## config.mk

```make
export PLATFORM = sky130hd
export DESIGN_NAME = one_wire_bus_master_flat
export DESIGN_NICKNAME = d
export VERILOG_FILES = /design/src/rtl/core/owbm_pkg.sv /design/src/rtl/core/owbm_in_if.sv /design/src/rtl/core/owbm_out_if.sv /design/src/rtl/core/owbm_cfg_if.sv /design/src/rtl/core/one_wire_bus_master.sv /design/src/flat_wrapper.sv
export VERILOG_INCLUDE_DIRS = /design/src /design/src/rtl/core
export SDC_FILE = /design/constraint.sdc
export NUM_CORES = 1
export LEC_CHECK = 0
export BUFFER_PORTS_ARGS = -buffer_cell sky130_fd_sc_hd__buf_4
export CORE_MARGIN = 5
export CORE_UTILIZATION = 35
export DETAILED_ROUTE_END_ITERATION = 12
export SLEW_MARGIN = 20
export SYNTH_ARGS = -nofsm -noshare
export SYNTH_HDL_FRONTEND = slang
export SYNTH_SLANG_ARGS = --single-unit
```

## constraint.sdc

```tcl
create_clock -name clk -period 6.25 [get_ports clk]
set_clock_uncertainty 0.05 [all_clocks]
set_input_delay 1.25 -clock clk [delete_from_list [all_inputs] [get_ports clk]]
set_output_delay 1.25 -clock clk [all_outputs]
set_load 0.005 [all_outputs]
```

## src/rtl/core/one_wire_bus_master_assert.svh

```systemverilog
// Assertion macros for the 1-Wire bus master.
// Each property is sampled on the rising edge of clk and is disabled while rst_n is low.
`ifndef ONE_WIRE_BUS_MASTER_ASSERT_SVH
`define ONE_WIRE_BUS_MASTER_ASSERT_SVH
`ifndef SYNTHESIS
`define OWBM_ASSERT_IMP(label, clk, rst_n, ante, cons) \
  label: assert property (@(posedge clk) disable iff (!rst_n) (ante) |-> (cons)) \
    else $error("one_wire_bus_master: same-cycle check failed");
`define OWBM_ASSERT_NXT(label, clk, rst_n, ante, cons) \
  label: assert property (@(posedge clk) disable iff (!rst_n) (ante) |=> (cons)) \
    else $error("one_wire_bus_master: next-cycle check failed");
`else
`define OWBM_ASSERT_IMP(label, clk, rst_n, ante, cons)
`define OWBM_ASSERT_NXT(label, clk, rst_n, ante, cons)
`endif
`endif

```

## src/rtl/core/owbm_pkg.sv

```systemverilog
package owbm_pkg;

  localparam int CMD_W      = 2;
  localparam int BYTE_W     = 8;
  localparam int CFG_DATA_W = 10;
  localparam int CFG_IDX_W  = 3;
  localparam int NUM_CFG    = 7;

  typedef logic [CMD_W-1:0]      cmd_t;
  typedef logic [BYTE_W-1:0]     byte_t;
  typedef logic [CFG_DATA_W-1:0] cfg_data_t;
  typedef logic [CFG_IDX_W-1:0]  cfg_idx_t;

  localparam cmd_t CMD_RESET = 2'd0;
  localparam cmd_t CMD_WRITE = 2'd1;
  localparam cmd_t CMD_READ  = 2'd2;
  localparam cmd_t CMD_NONE  = 2'd3;

  localparam cfg_idx_t CFG_RESET_LOW     = 3'd0;
  localparam cfg_idx_t CFG_PRESENCE_WAIT = 3'd1;
  localparam cfg_idx_t CFG_RESET_TAIL    = 3'd2;
  localparam cfg_idx_t CFG_SLOT_LOW      = 3'd3;
  localparam cfg_idx_t CFG_WRITE_REST    = 3'd4;
  localparam cfg_idx_t CFG_READ_SAMPLE   = 3'd5;
  localparam cfg_idx_t CFG_READ_REST     = 3'd6;

  localparam cfg_data_t CFG_RESET_VAL [NUM_CFG] = '{
    10'd480, 10'd70, 10'd410, 10'd5, 10'd55, 10'd5, 10'd50
  };

endpackage

```

## src/rtl/core/owbm_in_if.sv

```systemverilog
interface owbm_in_if;
  logic             valid;
  logic             ready;
  logic             start_req;
  owbm_pkg::cmd_t   command;
  owbm_pkg::byte_t  tx_byte;
  logic             line_level;

  modport source (output valid, output start_req, output command, output tx_byte,
                  output line_level, input ready);
  modport sink   (input valid, input start_req, input command, input tx_byte,
                  input line_level, output ready);
endinterface

```

## src/rtl/core/owbm_out_if.sv

```systemverilog
interface owbm_out_if;
  logic            valid;
  logic            ready;
  logic            drive_low;
  logic            busy_res;
  logic            done_res;
  owbm_pkg::byte_t rx_byte;
  logic            presence_level;

  modport source (output valid, output drive_low, output busy_res, output done_res,
                  output rx_byte, output presence_level, input ready);
  modport sink   (input valid, input drive_low, input busy_res, input done_res,
                  input rx_byte, input presence_level, output ready);
endinterface

```

## src/rtl/core/owbm_cfg_if.sv

```systemverilog
interface owbm_cfg_if;
  logic                  valid;
  logic                  ready;
  owbm_pkg::cfg_idx_t    index;
  owbm_pkg::cfg_data_t   data;

  modport source (output valid, output index, output data, input ready);
  modport sink   (input valid, input index, input data, output ready);
endinterface

```

## src/rtl/core/one_wire_bus_master.sv

```systemverilog
// 1-Wire bus master for an open-drain line.
// in_bus carries one transaction per microsecond tick: an optional start request with
// its command (bus reset, write byte, read byte), the byte to send and the sampled
// line level. Every accepted tick yields exactly one transaction on out_bus: the line
// drive, busy, a one-tick done pulse, the last received byte and the presence level.
// cfg_bus writes the seven timing registers; it is always ready and writes take
// effect on the next tick. Indexes beyond the last register are dropped.
// The result of an accepted tick appears in the next cycle, and one tick is taken every
// cycle while the receiver keeps up: the whole phase update sits between the input
// handshake and the result register. in_bus.ready is high whenever the result register
// is empty or is being drained in the same cycle, so a stalled receiver holds its
// result and stops the tick stream until it takes it.
// Synchronous active-low reset returns the timing registers to their defaults, the
// sequencer to idle with the presence level at one, and empties the result register.
`include "one_wire_bus_master_assert.svh"

module one_wire_bus_master #(
  parameter int TIMER_BITS = 10
) (
  input  logic clk,
  input  logic rst_n,
  owbm_in_if.sink    in_bus,
  owbm_out_if.source out_bus,
  owbm_cfg_if.sink   cfg_bus
);

  localparam logic [2:0] PH_IDLE   = 3'd0;
  localparam logic [2:0] PH_RLOW   = 3'd1;
  localparam logic [2:0] PH_RWAIT  = 3'd2;
  localparam logic [2:0] PH_RTAIL  = 3'd3;
  localparam logic [2:0] PH_SLOW   = 3'd4;
  localparam logic [2:0] PH_WREST  = 3'd5;
  localparam logic [2:0] PH_RDWAIT = 3'd6;
  localparam logic [2:0] PH_RDREST = 3'd7;

  localparam int LW = (TIMER_BITS > owbm_pkg::CFG_DATA_W) ? TIMER_BITS
                                                           : owbm_pkg::CFG_DATA_W;

  owbm_pkg::cfg_data_t cfg_r [owbm_pkg::NUM_CFG];

  logic [2:0]            phase_r, phase_nxt;
  logic [TIMER_BITS-1:0] timer_r, timer_nxt;
  logic [2:0]            slot_r, slot_nxt;
  owbm_pkg::cmd_t        op_r, op_nxt;
  owbm_pkg::byte_t       shift_r, shift_nxt;
  owbm_pkg::byte_t       rd_byte_r, rd_byte_nxt;
  logic                  pres_r, pres_nxt;
  logic                  done_nxt;
  logic                  drive_nxt;

  logic                  out_valid_r;
  logic                  out_drive_r;
  logic                  out_busy_r;
  logic                  out_done_r;
  owbm_pkg::byte_t       out_rx_r;
  logic                  out_pres_r;

  owbm_pkg::cfg_data_t   cfg_sel;
  logic [LW-1:0]         dur_ext;
  logic [TIMER_BITS-1:0] dur;
  logic [TIMER_BITS:0]   tick_cnt;
  logic                  in_fire;

  assign in_bus.ready  = !out_valid_r || out_bus.ready;
  assign in_fire       = in_bus.valid && in_bus.ready;
  assign cfg_bus.ready = 1'b1;

  always_ff @(posedge clk) begin
    if (!rst_n) begin
      for (int i = 0; i < owbm_pkg::NUM_CFG; i++) begin
        cfg_r[i] <= owbm_pkg::CFG_RESET_VAL[i];
      end
    end else if (cfg_bus.valid && (cfg_bus.index < owbm_pkg::cfg_idx_t'(owbm_pkg::NUM_CFG))) begin
      cfg_r[cfg_bus.index] <= cfg_bus.data;
    end
  end

  // Duration of the current phase, with zero raised to one and clipped to the timer.
  always_comb begin
    unique case (phase_r)
      PH_RLOW:   cfg_sel = cfg_r[owbm_pkg::CFG_RESET_LOW];
      PH_RWAIT:  cfg_sel = cfg_r[owbm_pkg::CFG_PRESENCE_WAIT];
      PH_RTAIL:  cfg_sel = cfg_r[owbm_pkg::CFG_RESET_TAIL];
      PH_SLOW:   cfg_sel = cfg_r[owbm_pkg::CFG_SLOT_LOW];
      PH_WREST:  cfg_sel = cfg_r[owbm_pkg::CFG_WRITE_REST];
      PH_RDWAIT: cfg_sel = cfg_r[owbm_pkg::CFG_READ_SAMPLE];
      PH_IDLE, PH_RDREST: cfg_sel = cfg_r[owbm_pkg::CFG_READ_REST];
    endcase
    dur_ext = LW'(cfg_sel);
    if (dur_ext == '0) begin
      dur_ext = LW'(1);
    end
    if (dur_ext > LW'({TIMER_BITS{1'b1}})) begin
      dur_ext = LW'({TIMER_BITS{1'b1}});
    end
    dur = dur_ext[TIMER_BITS-1:0];
  end

  always_comb begin
    phase_nxt   = phase_r;
    timer_nxt   = timer_r;
    slot_nxt    = slot_r;
    op_nxt      = op_r;
    shift_nxt   = shift_r;
    rd_byte_nxt = rd_byte_r;
    pres_nxt    = pres_r;
    done_nxt    = 1'b0;
    tick_cnt    = {1'b0, timer_r} + 1'b1;

    if (phase_r == PH_IDLE) begin
      if (in_bus.start_req && (in_bus.command != owbm_pkg::CMD_NONE)) begin
        op_nxt    = in_bus.command;
        timer_nxt = '0;
        slot_nxt  = '0;
        shift_nxt = (in_bus.command == owbm_pkg::CMD_WRITE) ? in_bus.tx_byte : '0;
        phase_nxt = (in_bus.command == owbm_pkg::CMD_RESET) ? PH_RLOW : PH_SLOW;
      end
    end else if (tick_cnt < {1'b0, dur}) begin
      timer_nxt = tick_cnt[TIMER_BITS-1:0];
    end else begin
      timer_nxt = '0;
      unique case (phase_r)
        PH_IDLE: begin
        end
        PH_RLOW: begin
          phase_nxt = PH_RWAIT;
        end
        PH_RWAIT: begin
          pres_nxt  = in_bus.line_level;
          phase_nxt = PH_RTAIL;
        end
        PH_RTAIL: begin
          phase_nxt = PH_IDLE;
          done_nxt  = 1'b1;
        end
        PH_SLOW: begin
          phase_nxt = (op_r == owbm_pkg::CMD_READ) ? PH_RDWAIT : PH_WREST;
        end
        PH_WREST: begin
          shift_nxt = shift_r >> 1;
          slot_nxt  = slot_r + 3'd1;
          phase_nxt = (slot_nxt == 3'd0) ? PH_IDLE : PH_SLOW;
          done_nxt  = (slot_nxt == 3'd0);
        end
        PH_RDWAIT: begin
          shift_nxt = {in_bus.line_level, shift_r[7:1]};
          phase_nxt = PH_RDREST;
        end
        PH_RDREST: begin
          slot_nxt  = slot_r + 3'd1;
          phase_nxt = (slot_nxt == 3'd0) ? PH_IDLE : PH_SLOW;
          done_nxt  = (slot_nxt == 3'd0);
          if (slot_nxt == 3'd0) begin
            rd_byte_nxt = shift_r;
          end
        end
      endcase
    end

    drive_nxt = (phase_nxt == PH_RLOW) || (phase_nxt == PH_SLOW) ||
                ((phase_nxt == PH_WREST) && !shift_nxt[0]);
  end

  always_ff @(posedge clk) begin
    if (!rst_n) begin
      phase_r   <= PH_IDLE;
      timer_r   <= '0;
      slot_r    <= '0;
      op_r      <= owbm_pkg::CMD_RESET;
      shift_r   <= '0;
      rd_byte_r <= '0;
      pres_r    <= 1'b1;
    end else if (in_fire) begin
      phase_r   <= phase_nxt;
      timer_r   <= timer_nxt;
      slot_r    <= slot_nxt;
      op_r      <= op_nxt;
      shift_r   <= shift_nxt;
      rd_byte_r <= rd_byte_nxt;
      pres_r    <= pres_nxt;
    end
  end

  always_ff @(posedge clk) begin
    if (!rst_n) begin
      out_valid_r <= 1'b0;
    end else if (in_fire) begin
      out_valid_r <= 1'b1;
    end else if (out_bus.ready) begin
      out_valid_r <= 1'b0;
    end
  end

  always_ff @(posedge clk) begin
    if (in_fire) begin
      out_drive_r <= drive_nxt;
      out_busy_r  <= (phase_nxt != PH_IDLE);
      out_done_r  <= done_nxt;
      out_rx_r    <= rd_byte_nxt;
      out_pres_r  <= pres_nxt;
    end
  end

  assign out_bus.valid          = out_valid_r;
  assign out_bus.drive_low      = out_drive_r;
  assign out_bus.busy_res       = out_busy_r;
  assign out_bus.done_res       = out_done_r;
  assign out_bus.rx_byte        = out_rx_r;
  assign out_bus.presence_level = out_pres_r;

  // A completed operation is never reported while still busy, and the line is
  // only pulled low during an operation.
  `OWBM_ASSERT_IMP(a_done_not_busy, clk, rst_n, out_valid_r && out_done_r, !out_busy_r)
  `OWBM_ASSERT_IMP(a_drive_when_busy, clk, rst_n, out_valid_r && out_drive_r, out_busy_r)
  // The sequencer rests with the timer and slot counter cleared.
  `OWBM_ASSERT_IMP(a_idle_clean, clk, rst_n, phase_r == PH_IDLE,
                   (timer_r == '0) && (slot_r == 3'd0))
  // A reset command accepted while idle opens the reset low pulse.
  `OWBM_ASSERT_NXT(a_reset_start, clk, rst_n,
                   in_fire && (phase_r == PH_IDLE) && in_bus.start_req &&
                   (in_bus.command == owbm_pkg::CMD_RESET),
                   (phase_r == PH_RLOW) && out_valid_r && out_drive_r)

endmodule
```

## src/flat_wrapper.sv

```systemverilog
// flat-port wrapper written by rule: the top's interface ports become plain ports
module one_wire_bus_master_flat 
#(
  parameter int TIMER_BITS = 10
)
  (clk, rst_n, in_bus_valid, in_bus_start_req, in_bus_command, in_bus_tx_byte, in_bus_line_level, in_bus_ready, out_bus_valid, out_bus_drive_low, out_bus_busy_res, out_bus_done_res, out_bus_rx_byte, out_bus_presence_level, out_bus_ready, cfg_bus_valid, cfg_bus_index, cfg_bus_data, cfg_bus_ready);
  owbm_in_if in_bus_i ();
  owbm_out_if out_bus_i ();
  owbm_cfg_if cfg_bus_i ();
  input  logic clk;
  input  logic rst_n;
  input wire logic [$bits(in_bus_i.valid)-1:0] in_bus_valid;
  input wire logic [$bits(in_bus_i.start_req)-1:0] in_bus_start_req;
  input wire logic [$bits(in_bus_i.command)-1:0] in_bus_command;
  input wire logic [$bits(in_bus_i.tx_byte)-1:0] in_bus_tx_byte;
  input wire logic [$bits(in_bus_i.line_level)-1:0] in_bus_line_level;
  output wire logic [$bits(in_bus_i.ready)-1:0] in_bus_ready;
  output wire logic [$bits(out_bus_i.valid)-1:0] out_bus_valid;
  output wire logic [$bits(out_bus_i.drive_low)-1:0] out_bus_drive_low;
  output wire logic [$bits(out_bus_i.busy_res)-1:0] out_bus_busy_res;
  output wire logic [$bits(out_bus_i.done_res)-1:0] out_bus_done_res;
  output wire logic [$bits(out_bus_i.rx_byte)-1:0] out_bus_rx_byte;
  output wire logic [$bits(out_bus_i.presence_level)-1:0] out_bus_presence_level;
  input wire logic [$bits(out_bus_i.ready)-1:0] out_bus_ready;
  input wire logic [$bits(cfg_bus_i.valid)-1:0] cfg_bus_valid;
  input wire logic [$bits(cfg_bus_i.index)-1:0] cfg_bus_index;
  input wire logic [$bits(cfg_bus_i.data)-1:0] cfg_bus_data;
  output wire logic [$bits(cfg_bus_i.ready)-1:0] cfg_bus_ready;
  assign in_bus_i.valid = in_bus_valid;
  assign in_bus_i.start_req = in_bus_start_req;
  assign in_bus_i.command = in_bus_command;
  assign in_bus_i.tx_byte = in_bus_tx_byte;
  assign in_bus_i.line_level = in_bus_line_level;
  assign in_bus_ready = in_bus_i.ready;
  assign out_bus_valid = out_bus_i.valid;
  assign out_bus_drive_low = out_bus_i.drive_low;
  assign out_bus_busy_res = out_bus_i.busy_res;
  assign out_bus_done_res = out_bus_i.done_res;
  assign out_bus_rx_byte = out_bus_i.rx_byte;
  assign out_bus_presence_level = out_bus_i.presence_level;
  assign out_bus_i.ready = out_bus_ready;
  assign cfg_bus_i.valid = cfg_bus_valid;
  assign cfg_bus_i.index = cfg_bus_index;
  assign cfg_bus_i.data = cfg_bus_data;
  assign cfg_bus_ready = cfg_bus_i.ready;
  one_wire_bus_master #(.TIMER_BITS(TIMER_BITS)) u_core (.clk(clk), .rst_n(rst_n), .in_bus(in_bus_i), .out_bus(out_bus_i), .cfg_bus(cfg_bus_i));
endmodule
```

# Yosys cells after proc, flatten, opt, wreduce, memory -nomap -nowiden
# Memories as Yosys holds them, arrays and structs flattened.
# Index checks and enable logic that the tools add are counted.
# totals
regBits,48
latch_bits,0
mem_bits_rw,70
romBits,0
output_inout_bits,15
word_cells,99
memories,1
# memory_table
memory,depth,width,rd,rd_ports_with_merged_regs,wr,line_no,text
u_core.cfg_r,7,10,7,0,7,one_wire_bus_master.sv:39,owbm_pkg::cfg_data_t cfg_r [owbm_pkg::NUM_CFG];
# classes
add_sub_neg,2
n_mul,0
div,0
magnitude_cmp,3
eq_ne,15
n_shift,0
mux,39
bitwise,0
n_reduce_logical,25
# ops
cell,n
$pmux W10 S7,1
$mux W8,8
$mux W10,6
$mux W3,10
$eq A3 B3 Y1 const B,6
$pmux W3 S6,1
$pmux W8 S2,1
$add A10 B1 Y11 const B,1
$lt A11 B10 Y1,1
$gt A10 B10 Y1 const B,1
$logic_not A10 Y1,1
$mux W1,10
$reduce_or A10 Y1,1
$reduce_and A4 Y1,2
$eq A3 B1 Y1 const B,2
$eq A3 B2 Y1 const B,2
$logic_not A3 Y1,2
$reduce_bool A3 Y1,2
$reduce_or A2 Y1,3
$logic_and A1 B1 Y1,4
$ne A2 B2 Y1 const B,2
$reduce_bool A2 Y1,2
$add A3 B1 Y3 const B,1
$logic_or A1 B1 Y1,3
other kinds (10),11

# Logic depth before layout (Yosys ltp)
# depth
depth_word,13
mapped_depth,17

# Worst setup path after synthesis
# No wires, ideal clock.
# synth_path
kind,register -> register
startpoint,reg u_core.phase_r[1]
endpoint,"reg u_core.out_drive_r (netlist: u_core.out_bus.drive_low), data pin"
setup_time_ns,0.174
arrival_ns,3.535
slack_ns,2.491
stages_incl_launch_ff,12
path_buffers,1
path_cell_list,dfxtp_1 > buf_2 > or2b_4 > o22a_1 > or2_2 > ha_1 > a221oi_1 > nand3_1 > or4_4 > and3_4 > or4_1 > a311oi_1
# synth_via
elab_chain_len,13
# synth_rtl
element,line_no,text
from (decl),one_wire_bus_master.sv:41,"logic [2:0] phase_r, phase_nxt;"
from (signal assigned),one_wire_bus_master.sv:174,phase_r <= phase_nxt;
$eq A3 B3 Y1 / $logic_not A3 Y1 (equally long branches),"one_wire_bus_master.sv:80, one_wire_bus_master.sv:122, one_wire_bus_master.sv:110",
$reduce_or A2 Y1,one_wire_bus_master.sv:80,unique case (phase_r)
$pmux W10 S7,one_wire_bus_master.sv:80,
$logic_not A10 Y1,one_wire_bus_master.sv:90,if (dur_ext == '0) begin
$mux W10,one_wire_bus_master.sv:90,
$gt A10 B10 Y1,one_wire_bus_master.sv:93,if (dur_ext > LW'({TIMER_BITS{1'b1}})) begin
$mux W10,one_wire_bus_master.sv:93,
$lt A11 B10 Y1,one_wire_bus_master.sv:118,"end else if (tick_cnt < {1'b0, dur}) begin"
$mux W3 / $mux W8 (equally long branches),one_wire_bus_master.sv:118,
$mux W3 / $mux W8 (equally long branches),one_wire_bus_master.sv:110,if (phase_r == PH_IDLE) begin
"$eq A3 B1 Y1, or another cell as far along",one_wire_bus_master.sv:160,drive_nxt = (phase_nxt == PH_RLOW) || (phase_nxt == PH_SLOW) ||
$logic_or A1 B1 Y1 / $logic_and A1 B1 Y1 (equally long branches),"one_wire_bus_master.sv:160, one_wire_bus_master.sv:161",
$logic_or A1 B1 Y1 *,one_wire_bus_master.sv:160,
via u_core.drive_nxt,one_wire_bus_master.sv:49,logic drive_nxt;
to (signal assigned),one_wire_bus_master.sv:196,out_drive_r <= drive_nxt;
to (decl),one_wire_bus_master.sv:52,logic out_drive_r;
# The timed path passes the listed nets; every way through them passes the cells marked *. The select of a mux whose other input is x is not followed.
# A chain may end at the register's enable or synchronous reset.

# Worst setup path in the final report
# layout_path
startpoint,reg u_core.phase_r[1]
endpoint,reg u_core.shift_r[5]
# layout_via
elab_chain_len,10
# layout_rtl
element,line_no,text
$eq A3 B3 Y1 / $logic_not A3 Y1 (equally long branches),"one_wire_bus_master.sv:80, one_wire_bus_master.sv:110",
$reduce_or A2 Y1,one_wire_bus_master.sv:80,
$pmux W10 S7,one_wire_bus_master.sv:80,
$logic_not A10 Y1,one_wire_bus_master.sv:90,
$mux W10,one_wire_bus_master.sv:90,
$gt A10 B10 Y1,one_wire_bus_master.sv:93,
$mux W10,one_wire_bus_master.sv:93,
$lt A11 B10 Y1,one_wire_bus_master.sv:118,
$ne A2 B1 Y1 (no source line),--,
$reduce_and A4 Y1 (no source line),--,
to (signal assigned),one_wire_bus_master.sv:178,shift_r <= shift_nxt;
to (decl),one_wire_bus_master.sv:45,"owbm_pkg::byte_t shift_r, shift_nxt;"
# Several ways; a longest one is shown, not always the timed one.

==> reports/qor.txt <==
Endpoint class of the critical path -> register
Tot Pwr -> 2.20 mW
Final GP Congestion -> 0.893
Slew Viols, Final -> 0
Final wirelength -> 16.6 mm
Synth top area cells -> edfxtp_1 35%, dfxtp_1 15%, nand2_1 4.6%, mux2i_1 4.4%, nor2_1 3.1%
Critical path arrival -> 4.98 ns
Number of synthesized flops with an enable pin -> 72
TritonCTS clock tree -> done
Area grow syn2layout -> 18.7%
Synthesized Nets -> 653
Largest net degree at the start of global routing -> 38
Initial drt markers -> 417
# fillers -> 1611
Max VDD drop -> 0.182 mV
Vias per Instance -> 5.56
Root buffer cell -> clkbuf_16
WHS -> 0.426 ns
Worst Tran Pin Value -> 0.935 ns
Max-Cap Viols -> 0
Crit path max fanout -> 25
Port Buffer Count -> 43
Ys async rst share -> 0
Die ar. -> 20300 sq um
Clk slew on worst S/H paths -> 0.06 ns
Hold endpoint -> u_core.rd_byte_r[1]
DRC viols -> 0
Die X -> 143 um
Fin cells -> 884
Setup-failing EPs final -> 0
Setup TNS -> 0 ns
CP startpoint kind -> register
CP Class -> reg -> reg
Worst-Skew Late Latency -> 0.42 ns
H-tree levels -> 4
List of most frequent post-synthesis cells -> 76 x nand2_1, 72 x edfxtp_1, 50 x nor2_1, 46 x dfxtp_1, 33 x a21oi_1
Starting Density -> 0.357
Vias in the first global route -> 4903
Synth cell types -> 78
GR Util All Layers -> 0.167
Core Util, Final -> 0.423
Fmax -> 0.210 GHz
Flop-to-flop setup slack -> 1.49 ns
Most numerous cell in the Yosys netlist -> nand2_1
Syn Inst Count -> 611
Maximum buffer depth of the clock tree -> 2
Total I/O pin count -> 45
Row Count -> 48
R2R depth -> 13
Number of synthesized register bits -> 118
RSZ-0062 raised after global routing -> false
HP Class -> reg -> reg
Avg WL per Cell -> 18.8 um
Core area -> 17200 sq um
Initial antenna violation count -> 0
Via count -> 4918
Cts hold-fix bufs -> 0
Post-synth top area cell -> edfxtp_1
RR Endpoint -> u_core.shift_r[5]
Top cell type's share of synthesized area -> 0.352
Post-DP HPWL -> 11.7 mm
Mapped Area -> 6150 sq um
NumNets Final -> 688
Final Hold Viols -> 0
Rel. slew slack -> 0.376
Mapped Avg Cell Area -> 10.1 sq um
TritonRoute pass-1 iters -> 4
P_leak -> 2.71 nW
Height of the chip -> 143 um
Tcrit/Tclk final -> 0.761
Min Tclk post-route -> 4.76 ns
Sequential share of the synthesized area -> 0.502
Crit path required time -> 6.48 ns
Pwr dens -> 302 nW/um^2
Total grt overflow -> 0
PostCTS Resize Cnt -> 0
# diodes -> 0
Share of cells above drive strength 1 -> 0.161
Post-Place Cells -> 852
Outcome -> finished, final reports clean
YS warnings -> 0
Post-CTS Setup Inserts -> 0
Hold path startpoint -> u_core.rd_byte_r[1]
CTS sink cnt -> 118
Antenna-violating nets left -> 0
Worst hold stages -> 2
First-pass GRT wire length -> 26.4 mm
Reg2reg start -> u_core.phase_r[1]
CTS Buf Count -> 17
Synth Flop Type -> edfxtp_1
[cell families after synthesis]
logic type | after synthesis | synth area share
buffers and inverters | 54 | 0.0405
flip-flops | 118 | 0.502
AO/OA/AOI/OAI | 124 | 0.145
other | 1 | 0.000610
adder cells (fa/ha/maj) | 12 | 0.0244
multiplexers | 34 | 0.0592
XOR/XNOR | 9 | 0.0128
AND/OR/NAND/NOR | 259 | 0.216
[area by class of cell]
type,count,area (sq um),share of cell area
Clock inverter,15,225,0.0309
Sequential cell,118,3080,0.423
Timing Repair Buffer,52,390,0.0535
Multi-Input combinational cell,439,2820,0.387
Clock buffer,17,425,0.0583
Tap cell,225,282,0.0386
Inverter,18,67.6,0.00926
[critical path: stages, from the launching register on]
cell and delay [ns]:
dfxtp_1 0.93, buf_4 0.31, mux2_1 0.33, o221a_1 0.25, o22ai_2 0.17, ha_1 0.22
o21ai_0 0.10, o21ai_0 0.15, o2111ai_1 0.15, and3_1 0.18, o21bai_1 0.34, or4_1 0.73
a31oi_1 0.56, a21oi_1 0.14
[cells in the final DEF (no fill, tap or decap), types with 4 or more instances in the layout]
cell type / count
buf_4: 52
a21oi_1: 33
a32oi_1: 7
o31ai_1: 4
nand4_1: 13
o21ai_0: 16
a211oi_1: 5
or4_1: 4
nand3_1: 21
mux2i_1: 27
inv_1: 14
or2_2: 6
a311o_1: 6
bufinv_16: 5
xor2_1: 4
ha_1: 12
o22ai_1: 6
nor3b_1: 4
nor3_1: 9
a31oi_1: 5
dfxtp_1: 46
nand2_1: 76
nand2b_1: 24
nor2b_1: 10
and2_1: 20
xnor2_1: 5
edfxtp_1: 72
nor2_1: 50
clkbuf_16: 17
mux2_1: 4
[report_power, final]
part           internal [mW]  switching (mW)  leakage (nW)
clock                  0.709           0.371         0.310
combinational         0.0890           0.137          1.33
sequential             0.866          0.0273          1.07
[routing by layer]
layer | up-vias | global-route usage | share of wire
li1 | 2325 | - | -
met1 | 2397 | 0.215 | 0.43
met2 | 175 | 0.280 | 0.49
met3 | 21 | 0.0407 | 0.063
met4 | 0 | 0.0470 | 0.015
met5 | - | 0 | 0
[sequential cells by signal, summed over array words and instances, names as in the netlist, 2 cells and up]
signal,flops
u_core.shift_r,8
u_core.rd_byte_r,8
u_core.phase_r,3
u_core.op_r,2
u_core.cfg_r,70
u_core.slot_r,3
u_core.out_bus.rx_byte,8
u_core.timer_r,10
[how the worst max path moves through the flow]
stage / startpoint / end / slack (ns) / cells past startpoint
floorplan: u_core.phase_r[1] / u_core.out_bus.drive_low / 2.49 / 11
global placement: u_core.phase_r[1] / u_core.out_bus.drive_low / 1.71 / 14
detailed placement: u_core.phase_r[1] / u_core.shift_r[1] / 1.59 / 13
CTS: u_core.phase_r[1] / u_core.shift_r[5] / 1.59 / 13
global route: u_core.phase_r[1] / u_core.shift_r[2] / 1.10 / 14
finish: u_core.phase_r[1] / u_core.shift_r[5] / 1.49 / 13
[per-stage QoR]
stage / setup WS [ns] / area, sq um
after global placement: 1.71 / 6640
after global routing: 1.10 / 7290
after detailed placement: 1.59 / 6640
after CTS: 1.59 / 7290
after floorplan: 2.49 / 6150
final: 1.49 / 7290
(Power assumes the default switching activity.)
